`src/hw/rtl/kdpc_pkg.sv`:
```
// Shared types and constants for the key debounce press counter.
package kdpc_pkg;

  localparam int unsigned TickW  = 16;
  localparam int unsigned CountW = 8;
  localparam int unsigned PhaseW = 2;
  localparam int unsigned CfgIdxW  = 2;
  localparam int unsigned CfgDataW = 16;
  localparam int unsigned InDataW  = 8;
  localparam int unsigned OutDataW = 16;

  localparam logic [TickW-1:0] TickMax = '1;

  // Phase codes of the debounce machine.
  localparam logic [PhaseW-1:0] PH_IDLE    = 2'd0;
  localparam logic [PhaseW-1:0] PH_CONFIRM = 2'd1;
  localparam logic [PhaseW-1:0] PH_WAITREL = 2'd2;
  localparam logic [PhaseW-1:0] PH_LOCKOUT = 2'd3;

  // Configuration register indexes.
  localparam logic [CfgIdxW-1:0] CFG_CONFIRM_DELAY   = 2'd0;
  localparam logic [CfgIdxW-1:0] CFG_RELEASE_LOCKOUT = 2'd1;
  localparam logic [CfgIdxW-1:0] CFG_COUNT_MODULUS   = 2'd2;

  localparam logic [TickW-1:0]  ConfirmDelayRst   = 16'd10;
  localparam logic [TickW-1:0]  ReleaseLockoutRst = 16'd500;
  localparam logic [CountW-1:0] CountModulusRst   = 8'd5;

  typedef struct packed {
    logic [TickW-1:0]  confirm_delay;
    logic [TickW-1:0]  release_lockout;
    logic [CountW-1:0] count_modulus;
  } cfg_t;

  typedef struct packed {
    logic [PhaseW-1:0] phase;
    logic [TickW-1:0]  tick_counter;
    logic [CountW-1:0] press_counter;
  } state_t;

  typedef struct packed {
    logic [PhaseW-1:0] phase;
    logic              press_accepted;
    logic [CountW-1:0] press_count;
  } result_t;

endpackage

```
`src/hw/rtl/key_debounce_press_counter_top.sv`:
```
// Top level of the key debounce press counter with input and result registers.
//
// Each input transfer is one millisecond tick carrying the sampled button level, and
// each tick yields exactly one result. A tick is captured in an input register, and
// the debounce step (tick counter, phase machine, press counter) runs as
// combinational logic between that register and the result register, where the
// state is updated as the tick moves on. One tick is accepted per clock cycle while
// the result side is not stalled; the result is written to the result register
// as the tick leaves the input register. Configuration writes take effect at once
// and are meant to be made while no tick is in flight.
module key_debounce_press_counter_top import kdpc_pkg::*; (
  input  logic                clk_i,
  input  logic                rst_ni,
  input  logic                s_axis_tvalid,
  output logic                s_axis_tready,
  input  logic [InDataW-1:0]  s_axis_tdata,   // [0] button_level
  output logic                m_axis_tvalid,
  input  logic                m_axis_tready,
  output logic [OutDataW-1:0] m_axis_tdata,   // [7:0] press_count, [8] press_accepted,
                                              // [10:9] phase
  input  logic                cfg_valid_i,
  output logic                cfg_ready_o,
  input  logic [CfgIdxW-1:0]  cfg_index_i,
  input  logic [CfgDataW-1:0] cfg_data_i
);

  cfg_t    cfg;
  state_t  state_q, state_d;
  result_t res_d, res_q;
  logic    in_valid_q, level_q;
  logic    out_valid_q;
  logic    out_ready;
  logic    advance;

  kdpc_cfg u_cfg (
    .clk_i       (clk_i),
    .rst_ni      (rst_ni),
    .cfg_valid_i (cfg_valid_i),
    .cfg_ready_o (cfg_ready_o),
    .cfg_index_i (cfg_index_i),
    .cfg_data_i  (cfg_data_i),
    .cfg_o       (cfg)
  );

  kdpc_step u_step (
    .cfg_i    (cfg),
    .state_i  (state_q),
    .level_i  (level_q),
    .state_o  (state_d),
    .result_o (res_d)
  );

  // The result register frees up when its content is transferred out.
  assign out_ready     = !out_valid_q || m_axis_tready;
  assign advance       = in_valid_q && out_ready;
  assign s_axis_tready = !in_valid_q || advance;

  always_ff @(posedge clk_i or negedge rst_ni) begin
    if (!rst_ni) begin
      in_valid_q  <= 1'b0;
      out_valid_q <= 1'b0;
      state_q.phase         <= PH_IDLE;
      state_q.tick_counter  <= '0;
      state_q.press_counter <= '0;
    end else begin
      if (s_axis_tready) begin
        in_valid_q <= s_axis_tvalid;
      end
      if (out_ready) begin
        out_valid_q <= in_valid_q;
      end
      if (advance) begin
        state_q <= state_d;
      end
    end
  end

  always_ff @(posedge clk_i) begin
    if (s_axis_tready && s_axis_tvalid) begin
      level_q <= s_axis_tdata[0];
    end
    if (advance) begin
      res_q <= res_d;
    end
  end

  assign m_axis_tvalid = out_valid_q;
  assign m_axis_tdata  = {{(OutDataW - CountW - 1 - PhaseW){1'b0}}, res_q.phase,
                          res_q.press_accepted, res_q.press_count};

  a_accept_phase: assert property (@(posedge clk_i) disable iff (!rst_ni)
    out_valid_q && res_q.press_accepted |-> res_q.phase == PH_WAITREL)
    else $error("accepted press not followed by wait-release phase");

  a_state_hold: assert property (@(posedge clk_i) disable iff (!rst_ni)
    !advance |=> $stable(state_q))
    else $error("state changed without a tick moving on");

  a_stall: assert property (@(posedge clk_i) disable iff (!rst_ni)
    in_valid_q && out_valid_q && !m_axis_tready |-> !s_axis_tready)
    else $error("input accepted while both registers are full");

  a_idle_exit: assert property (@(posedge clk_i) disable iff (!rst_ni)
    advance && state_q.phase == PH_IDLE
    |=> state_q.phase == PH_IDLE || state_q.phase == PH_CONFIRM)
    else $error("idle phase left for a phase other than confirming");

endmodule

```
`src/hw/rtl/kdpc_cfg.sv`:
```
// Configuration register file of the key debounce press counter.
module kdpc_cfg import kdpc_pkg::*; (
  input  logic                clk_i,
  input  logic                rst_ni,
  input  logic                cfg_valid_i,
  output logic                cfg_ready_o,
  input  logic [CfgIdxW-1:0]  cfg_index_i,
  input  logic [CfgDataW-1:0] cfg_data_i,
  output cfg_t                cfg_o
);

  cfg_t cfg_q, cfg_d;

  assign cfg_ready_o = 1'b1;

  always_comb begin
    cfg_d = cfg_q;
    if (cfg_valid_i) begin
      unique case (cfg_index_i)
        CFG_CONFIRM_DELAY:   cfg_d.confirm_delay   = cfg_data_i;
        CFG_RELEASE_LOCKOUT: cfg_d.release_lockout = cfg_data_i;
        CFG_COUNT_MODULUS:   cfg_d.count_modulus   = cfg_data_i[CountW-1:0];
        default:             cfg_d = cfg_q;
      endcase
    end
  end

  always_ff @(posedge clk_i or negedge rst_ni) begin
    if (!rst_ni) begin
      cfg_q.confirm_delay   <= ConfirmDelayRst;
      cfg_q.release_lockout <= ReleaseLockoutRst;
      cfg_q.count_modulus   <= CountModulusRst;
    end else begin
      cfg_q <= cfg_d;
    end
  end

  assign cfg_o = cfg_q;

endmodule

```
`src/hw/rtl/kdpc_step.sv`:
```
// Next-state and result logic for one tick of the debounce machine.
module kdpc_step import kdpc_pkg::*; (
  input  cfg_t    cfg_i,
  input  state_t  state_i,
  input  logic    level_i,
  output state_t  state_o,
  output result_t result_o
);

  logic [TickW-1:0]  tick_inc;
  logic [CountW:0]   count_inc;
  logic              accepted;

  always_comb begin
    tick_inc  = (state_i.tick_counter == TickMax) ? TickMax
                                                  : state_i.tick_counter + 1'b1;
    count_inc = {1'b0, state_i.press_counter} + 1'b1;
    accepted  = 1'b0;
    state_o   = state_i;
    state_o.tick_counter = tick_inc;

    unique case (state_i.phase)
      PH_IDLE: begin
        if (level_i) begin
          state_o.tick_counter = '0;
          state_o.phase        = PH_CONFIRM;
        end
      end
      PH_CONFIRM: begin
        if (tick_inc >= cfg_i.confirm_delay) begin
          if (level_i) begin
            // Wrap to zero once the incremented count reaches the modulus.
            state_o.press_counter = (count_inc >= {1'b0, cfg_i.count_modulus})
                                    ? '0 : count_inc[CountW-1:0];
            accepted      = 1'b1;
            state_o.phase = PH_WAITREL;
          end else begin
            state_o.phase = PH_IDLE;
          end
        end
      end
      PH_WAITREL: begin
        if (!level_i) begin
          state_o.tick_counter = '0;
          state_o.phase        = PH_LOCKOUT;
        end
      end
      default: begin
        if (tick_inc >= cfg_i.release_lockout) begin
          state_o.phase = PH_IDLE;
        end
      end
    endcase

    result_o.press_count    = state_o.press_counter;
    result_o.press_accepted = accepted;
    result_o.phase          = state_o.phase;
  end

endmodule
```
`config.mk`:
```
export PLATFORM = sky130hd
export DESIGN_NAME = key_debounce_press_counter_top
export DESIGN_NICKNAME = d
export VERILOG_FILES = /design/src/hw/rtl/kdpc_pkg.sv /design/src/hw/rtl/key_debounce_press_counter_top.sv /design/src/hw/rtl/kdpc_cfg.sv /design/src/hw/rtl/kdpc_step.sv
export SDC_FILE = /design/constraint.sdc
export NUM_CORES = 1
export LEC_CHECK = 0
export BUFFER_PORTS_ARGS = -buffer_cell sky130_fd_sc_hd__buf_2
export CAP_MARGIN = 5
export CORE_MARGIN = 5
export CORE_UTILIZATION = 54
export DETAILED_ROUTE_END_ITERATION = 7
export PLACE_DENSITY = 0.76
export SYNTH_ARGS = -nofsm -noshare
export SYNTH_HDL_FRONTEND = slang
export SYNTH_SLANG_ARGS = --single-unit
```
`constraint.sdc`:
```
create_clock -name clk_i -period 3.1 [get_ports clk_i]
set_input_delay 0.465 -clock clk_i [delete_from_list [all_inputs] [get_ports clk_i]]
set_output_delay 0.465 -clock clk_i [all_outputs]
set_load 0.01 [all_outputs]
```
# Word-level counts from Yosys, hierarchy flattened
# Index checks and enable logic that the tools add are counted.
dict set report word_totals {
  mem_bits_ro 0
  n_memories 0
  word_cells 47
  ff_bits 80
  latchBits 0
  input_bits 31
  output_inout_bits 19
  ramBits 0
}
dict set report classes {
  n_bitwise 0
  muxes 13
  n_div 0
  magnitude_cmp 3
  multipliers 0
  add_sub_neg 2
  n_eq_ne 5
  n_reduce_logical 12
  n_shift 0
}
# cell n
set ops {}
lappend ops {{two-way mux 18 bit} 2}
lappend ops {{greater-or-equal comparator 16 bit} 2}
lappend ops {{two-way mux 8 bit} 4}
lappend ops {{case mux 16 bit (2 select lines)} 1}
lappend ops {{adder 16 x 1 -> 16 bit, second input constant} 1}
lappend ops {{equality test 16 bit, second input constant} 1}
lappend ops {{two-way mux 16 bit} 1}
lappend ops {{adder 8 x 1 -> 9 bit, second input constant} 1}
lappend ops {{greater-or-equal comparator 9 x 8 -> 1 bit} 1}
lappend ops {{AND reduction 2 bit} 4}
lappend ops {{two-way mux 2 bit} 3}
lappend ops {{case mux 2 bit (3 select lines)} 1}
lappend ops {{equality test 2 x 1 -> 1 bit, second input constant} 2}
lappend ops {{equality test 2 bit, second input constant} 2}
lappend ops {{zero test 2 bit} 2}
lappend ops {{logical AND 1 bit} 2}
lappend ops {{zero test 1 bit} 2}
lappend ops {{logical OR 1 bit} 2}
lappend ops {{two-way mux 1 bit} 1}

# Logic depth before layout (Yosys ltp)
# Gate-level depths: netlist of run 1.
dict set report depth {
  word_depth 6
  ltp_mapped 16
  mapped_depth_nobuf 15
}

# Cells and area by module
# A second synthesis of run 1 with hierarchy kept.
dict set report hier_totals {
  hier_cells 447
  hier_area_um2 4899.7
}
# module area_per_inst_um2 n_inst cells_each seq_area_each_um2
set modules_own_cells {}
lappend modules_own_cells {kdpc_step 1820.5 1 279 0.0}
lappend modules_own_cells {key_debounce_press_counter_top 1544.0 1 81 1061.0}
lappend modules_own_cells {kdpc_cfg 1535.2 1 87 1013.5}

# Least setup slack after synthesis of run 1
# Ideal clock, no wire load.
dict set report synth_timing {
  path_type {register -> register}
  startpoint {register state_q[8] (netlist name)}
  endpoint {register res_q, in the netlist m_axis_tdata[4] (data pin)}
  slack_ns -0.176
  required_time_ns 2.833
  setup_ns 0.267
  path_buffers 2
  arrival_ns 3.009
  stages_incl_launch_ff 17
  cell_sequence {dfrtp_1 -> ha_1 -> and4_1 -> and2_4 -> and4_4 -> nand2b_4 -> buf_2 -> o21ai_1 -> a21o_1 -> ha_1 -> nand4_1 -> nor4_2 -> o2bb2ai_1 -> o21ai_2 -> buf_2 -> o21ai_0 -> o41ai_1}
}
# element line_no
set synth_rtl {}
lappend synth_rtl {{start: declaration} key_debounce_press_counter_top.sv:28} ;# state_t state_q, state_d;
lappend synth_rtl {{start signal: assignment} key_debounce_press_counter_top.sv:73} ;# state_q <= state_d;
lappend synth_rtl {{end signal: assignment} key_debounce_press_counter_top.sv:83} ;# res_q <= res_d;
lappend synth_rtl {{end: declaration} key_debounce_press_counter_top.sv:29} ;# result_t res_d, res_q;

==> flow_summary.json, run 1 <==
{
  "holdCritPathClass": "input port to flip-flop",
  "grtUsageTotal_pct": 21.4,
  "cts_tree": "built",
  "n_antenna_cell": 0,
  "yosysUniqueCellTypes": 59,
  "peakVddDrop_uv": 299,
  "rsz0062_at_grt": "yes",
  "post-route-period-util_pct": 108,
  "grt_max_degree": 69,
  "fmax_ghz": 0.300,
  "cap_violations": 0,
  "finClkSkew_ps": 9.04,
  "clk_pin_slew_ps": 80,
  "antenna_found_initial": 0,
  "syn2layout_area_growth_pct": 31.8,
  "crit_type": "flip-flop to flip-flop",
  "drive_gt1_share_pct": 40.3,
  "dpl_worst_slack_ps": -292,
  "period_minus_slack_ps": 3340,
  "place_inst": 665,
  "seq_area_frac_synth_pct": 43.1,
  "maxSlewHeadroom_pct": 38.4,
  "worst_slack_ps": -239,
  "fin_util_pct": 72.7,
  "root_buffer": "clkbuf_8",
  "status": "finished with violations",
  "cts_inserted_buffers": 9,
  "die_area_mm2": 0.0109,
  "grt_first_pass_wirelength_mm": 19.1,
  "ctsHoldBuffers": 0,
  "grt_pass1_vias": 4072,
  "final_cell_mix": "buf_4 (69), dfrtp_1 (58), nand2_1 (51)",
  "synth_ff_type": "dfrtp_1",
  "ios": 50,
  "clockBufferDepth": 2,
  "instances_no_fill": 714,
  "gp_routability_congestion": 0.863,
  "violations": "negative setup slack",
  "clock_latency_ps": 380,
  "powerDensity_mw_per_mm2": 538,
  "worstPathArrival_ps": 3470,
  "cts_sinks": 80,
  "h-tree-depth": 3,
  "wirelength_mm": 13.5,
  "p_leak_nw": 3.02,
  "layout.nets": 674,
  "synth_edf_count": 12,
  "required_ps": 3230,
  "final_common_cell": "buf_4",
  "drc": 0,
  "setup-violations-final": 21,
  "wl_per_cell_um": 19.0,
  "synth_area_per_cell_um2": 9.80,
  "ant_nets": 0,
  "dr.pass1.iters": 5,
  "core-area_mm2": 0.00872,
  "die_h_um": 104,
  "num_rows": 34,
  "via_per_inst": 6.09,
  "synth-seq-cells": 80,
  "start_util_pct": 55.2,
  "fillers": 547,
  "tightest_slew_ps": 921,
  "io_buffers": 36,
  "vias": 4346,
  "yosysWarnings": 0,
  "chipWidth_um": 104,
  "worstPathMaxFanout": 6,
  "place_hpwl_mm": 8.13,
  "synth_cells": 491,
  "synth_area_mm2": 0.00481,
  "timing.hold.ws_ps": 263,
  "drt_iter0_drc": 379,
  "overflow": 0,
  "synthArstFlopShare_pct": 85.0,
  "end_kind": "flip-flop",
  "p_total_w": 0.00341,
  "critPathLaunchType": "flip-flop",
  "finalHoldViolCount": 0,
  "slew_violations": 0
}
## cells in the mapped netlist, types with 8 or more instances
cell / number / area (um2)
nand2_1: 59 / 221
dfrtp_1: 58 / 1450
inv_1: 47 / 176
ha_1: 42 / 526
o21ai_0: 41 / 205
mux2_2: 28 / 315
a21oi_1: 18 / 90.1
nand3_1: 14 / 70.1
a22o_1: 12 / 105
edfxtp_1: 12 / 360
nor2_1: 12 / 45.0
o21ai_1: 11 / 55.1
dfstp_2: 10 / 263
o31ai_1: 10 / 75.1
clkbuf_1: 8 / 30.0
nand2b_1: 8 / 50.1
## sequential cells by signal (all words and copies together), names as in the netlist
| name | flops |
|---|---|
| level_q | 1 |
| m_axis_tdata | 11 |
| m_axis_tvalid | 1 |
| state_q | 26 |
| u_cfg.cfg_o | 40 |
| in_valid_q | 1 |
## worst max-delay path, stage by stage (launching register included)
cell and delay [ps]:
dfrtp_1 450, buf_4 150, and4_4 210, and2_4 140, and4_4 290, nand2b_4 100
buf_4 180, nand2b_1 120, ha_1 260, o21ai_0 230, o21ai_1 170, o2bb2ai_4 190
o21ai_4 210, inv_2 90, mux2_4 300
## cell type report
class | instances | area, um2 | share of cell area, %
inverter | 48 | 180 | 2.84
clock inverter | 4 | 31.3 | 0.493
tap | 108 | 135 | 2.13
sequential | 80 | 2070 | 32.7
clock buffer | 12 | 176 | 2.78
multi-input combinational | 348 | 2940 | 46.4
timing repair buffer | 114 | 800 | 12.6
## per-layer routing
layer	up-vias	track usage, %	wire length (um)
met3	51	3.54	812
met5	-	0	0
met2	225	35.4	6780
li1	1945	-	-
met1	2125	27.6	5500
met4	0	9.25	458
## where the power goes
group	switching [W]	internal [W]	leakage, nW	total [W]
sequential	0.000103	0.00124	0.949	0.00134
clock	0.000422	0.000390	0.109	0.000812
combinational	0.000671	0.000587	1.96	0.00126
total	0.00120	0.00221	3.02	0.00341
## per-stage QoR
| step | TNS (ps) | area (um2) |
|---|---|---|
| CTS | -98.7 | 5910 |
| global route | -5320 | 6340 |
| detailed placement | -2650 | 5390 |
| finish | -2880 | 6340 |
| global placement | -1100 | 5390 |
| floorplan | -127 | 4840 |
## path summary, 6_finish.rpt
| kind | end | slack [ps] | cells past startpoint | start |
|---|---|---|---|---|
| setup reg to reg | m_axis_tdata[1] | -240 | 14 | state_q[12] |
| hold reg to reg | m_axis_tvalid | 500 | 1 | in_valid_q |
| hold / removal | level_q | 260 | 1 | s_axis_tdata[0] |
| min in group asynchronous | u_cfg.cfg_o[5] | 280 | 2 | rst_ni |
| setup / recovery | m_axis_tdata[1] | -240 | 14 | state_q[12] |
| max in group asynchronous | state_q[20] | 2230 | 2 | rst_ni |
## cells by family after synthesis
family,Yosys count,synth area share [%]
other,2,0.156
and+or+nand+nor,131,13.9
AOI/OAI and AO/OA,127,16.9
xor gates and xnor gates,13,2.37
adders and majority gates,42,10.9
DFF,80,43.1
muxes,28,6.56
buffers and inverters,68,6.06
## timing repair
item,4_1_cts,5_1_grt
resized for setup,44,53
gates cloned,1,1
endpoints found under the setup margin,20,21
pin swaps,17,21
buffers inserted,14,17
No activity file was read; power rests on OpenSTA's default activity.
==> run 2: changes to the inputs <==
- CORE_UTILIZATION: 54 -> 59
- PLACE_DENSITY: 0.76 -> 0.79
- clock period: 3.1 -> 3.7 ns (I/O delays scaled with it)
==> flow_summary.json, run 2 (synthesized netlist as in run 1, its figures left out) <==
{
  "status": "complete, no violations",
  "path_cells": "ha_1, and4_1, and2_4, and4_4, nand2b_4, o21ai_0, a21o_1, ha_1, nand4_1, nor4_2, o2bb2ai_2, o21ai_2, inv_2, mux2_2",
  "grt_pass1_vias": 3793,
  "end_kind": "flip-flop",
  "netSwitchingFraction_pct": 33.1,
  "setup-violations-final": 0,
  "p_seq_share_pct": 45.6,
  "post_cts_buffers": 0,
  "tightest_slew_ps": 896,
  "fmax_ghz": 0.282,
  "worstPathArrival_ps": 3660,
  "worstPathMaxFanout": 17,
  "r2r-end": "m_axis_tdata[1]",
  "dpl_worst_slack_ps": 124,
  "cts_sinks": 80,
  "critical-path-max-stage-delay_ps": 420,
  "cts_tree": "built",
  "wl_per_cell_um": 16.2,
  "rrSetupSlack_ps": 160,
  "rsz0062_at_grt": "yes",
  "critPathLaunch": "state_q[8]",
  "worst_slack_ps": 157,
  "wirelength_mm": 10.4,
  "root_buffer": "clkbuf_8",
  "largest_reg_flops": 40,
  "finClkSkew_ps": 12.3,
  "drc": 0,
  "powerDensity_mw_per_mm2": 463,
  "ios": 50,
  "drive_gt1_share_pct": 21.7,
  "die_h_um": 100,
  "pwr-share-clk_pct": 27.0,
  "worst-path-stages": 14,
  "clockBufferDepth": 2,
  "period_minus_slack_ps": 3540,
  "critPathMostFrequentCell": "ha_1",
  "crit_end": "m_axis_tdata[1]",
  "holdCritPathClass": "input port to async pin",
  "drt_iter0_drc": 304,
  "dpl_cell_area_mm2": 0.00513,
  "combPwrFrac_pct": 27.4,
  "p_leak_nw": 2.60,
  "die_area_mm2": 0.0101,
  "reg2reg_depth": 14,
  "antenna_found_initial": 0,
  "peakVddDrop_uv": 244,
  "clk_pin_slew_ps": 90,
  "required_ps": 3820,
  "dr.pass1.iters": 5,
  "grt_first_pass_wirelength_mm": 17.9,
  "layout.nets": 607,
  "chipWidth_um": 100,
  "switchingPower_w": 0.000821,
  "vias": 3745,
  "via_per_inst": 5.82,
  "overflow": 0,
  "post-route-period-util_pct": 95.8,
  "crit_buf_inv": 1,
  "r2r-start": "state_q[8]",
  "cts_inserted_buffers": 9,
  "fin_area_mm2": 0.00536,
  "slew_violations": 0,
  "final_common_cell": "nand2_1",
  "fillers": 645,
  "ant_nets": 0,
  "num_rows": 33,
  "io_buffers": 36,
  "cell_internal_pwr_w": 0.00166,
  "finalHoldViolCount": 0,
  "cap_violations": 0,
  "gp_routability_congestion": 0.878,
  "clock_latency_ps": 360,
  "h-tree-depth": 3,
  "grtUsageTotal_pct": 22.0,
  "crit_family": "simple AND/OR/NAND/NOR gates",
  "critPathSlowestCell": "dfrtp_1",
  "maxSlewHeadroom_pct": 40.1,
  "place_hpwl_mm": 7.60,
  "n_antenna_cell": 0,
  "critPathLaunchType": "flip-flop",
  "fin_util_pct": 66.2,
  "core-area_mm2": 0.00809,
  "start_util_pct": 59.4,
  "grt_max_degree": 69,
  "syn2layout_area_growth_pct": 11.4,
  "final_cell_mix": "nand2_1 (59), dfrtp_1 (57), inv_1 (47)",
  "crit_type": "flip-flop to flip-flop"
}
[run 2: worst min path at each step]
| stage | startpoint | end | slack [ps] | cells past startpoint |
|---|---|---|---|---|
| final | rst_ni | state_q[5] | 370 | 2 |
| after global routing | s_axis_tdata[0] | level_q | 370 | 1 |
| after CTS | s_axis_tdata[0] | level_q | 370 | 1 |
| after detailed placement | u_cfg.cfg_o[17] | u_cfg.cfg_o[17] | 500 | 1 |
| after global placement | in_valid_q | m_axis_tvalid | 470 | 1 |
| after floorplan | rst_ni | in_valid_q | 260 | 0 |
[run 2: area by class of cell]
class	count	area (um2)	share of cell area [%]
Timing Repair Buffer	48	283	5.28
Clock buffer	11	141	2.64
Multi-Input combinational cell	347	2480	46.3
Clock inverter	5	63.8	1.19
Inverter	48	180	3.36
Tap cell	105	131	2.45
Sequential cell	80	2080	38.7
[run 2: layer usage]
layer | part of all wire [%] | track usage (%) | vias to the layer above
li1 | - | - | 1820
met1 | 44 | 29.8 | 1788
met2 | 48 | 35.8 | 112
met3 | 5.2 | 3.61 | 25
met4 | 2.1 | 8.08 | 0
met5 | 0 | 0 | -
[run 2: power by group through the flow]
| stage | clock network (W) | logic [W] | registers (W) |
|---|---|---|---|
| floorplan | 0 | 0.000476 | 0.00112 |
| global placement | 0 | 0.000610 | 0.00114 |
| global route | 0.000715 | 0.000760 | 0.00115 |
| finish | 0.000671 | 0.000681 | 0.00113 |
| CTS | 0.000679 | 0.000669 | 0.00113 |
| detailed placement | 0 | 0.000649 | 0.00115 |
[run 2: repair_timing]
item	in CTS	in global routing
gates resized for setup	0	4
endpoints found under the setup margin	0	15
hold buffers	0	0
[run 2: worst reg2reg max path: cells and delay by family (launching register included)]
family                   cells  cell delay (ps)
adder cells (fa/ha/maj)      2              530
AND/OR/NAND/NOR              6             1230
AO/OA/AOI/OAI                4              680
flip-flops                   1              420
multiplexers                 1              330
buffers and inverters        1              110
[run 2: metrics by stage]
step / std cells / hold WS (ps) / total power (W) / TNS (ps)
2_1_floorplan: 495 / 259 / 0.00159 / 0
3_3_place_gp: 628 / 475 / 0.00175 / 0
3_5_place_dp: 628 / 496 / 0.00179 / 0
4_1_cts: 644 / 374 / 0.00248 / 0
5_1_grt: 644 / 374 / 0.00263 / -56.5
6_report: 644 / 368 / 0.00248 / 0
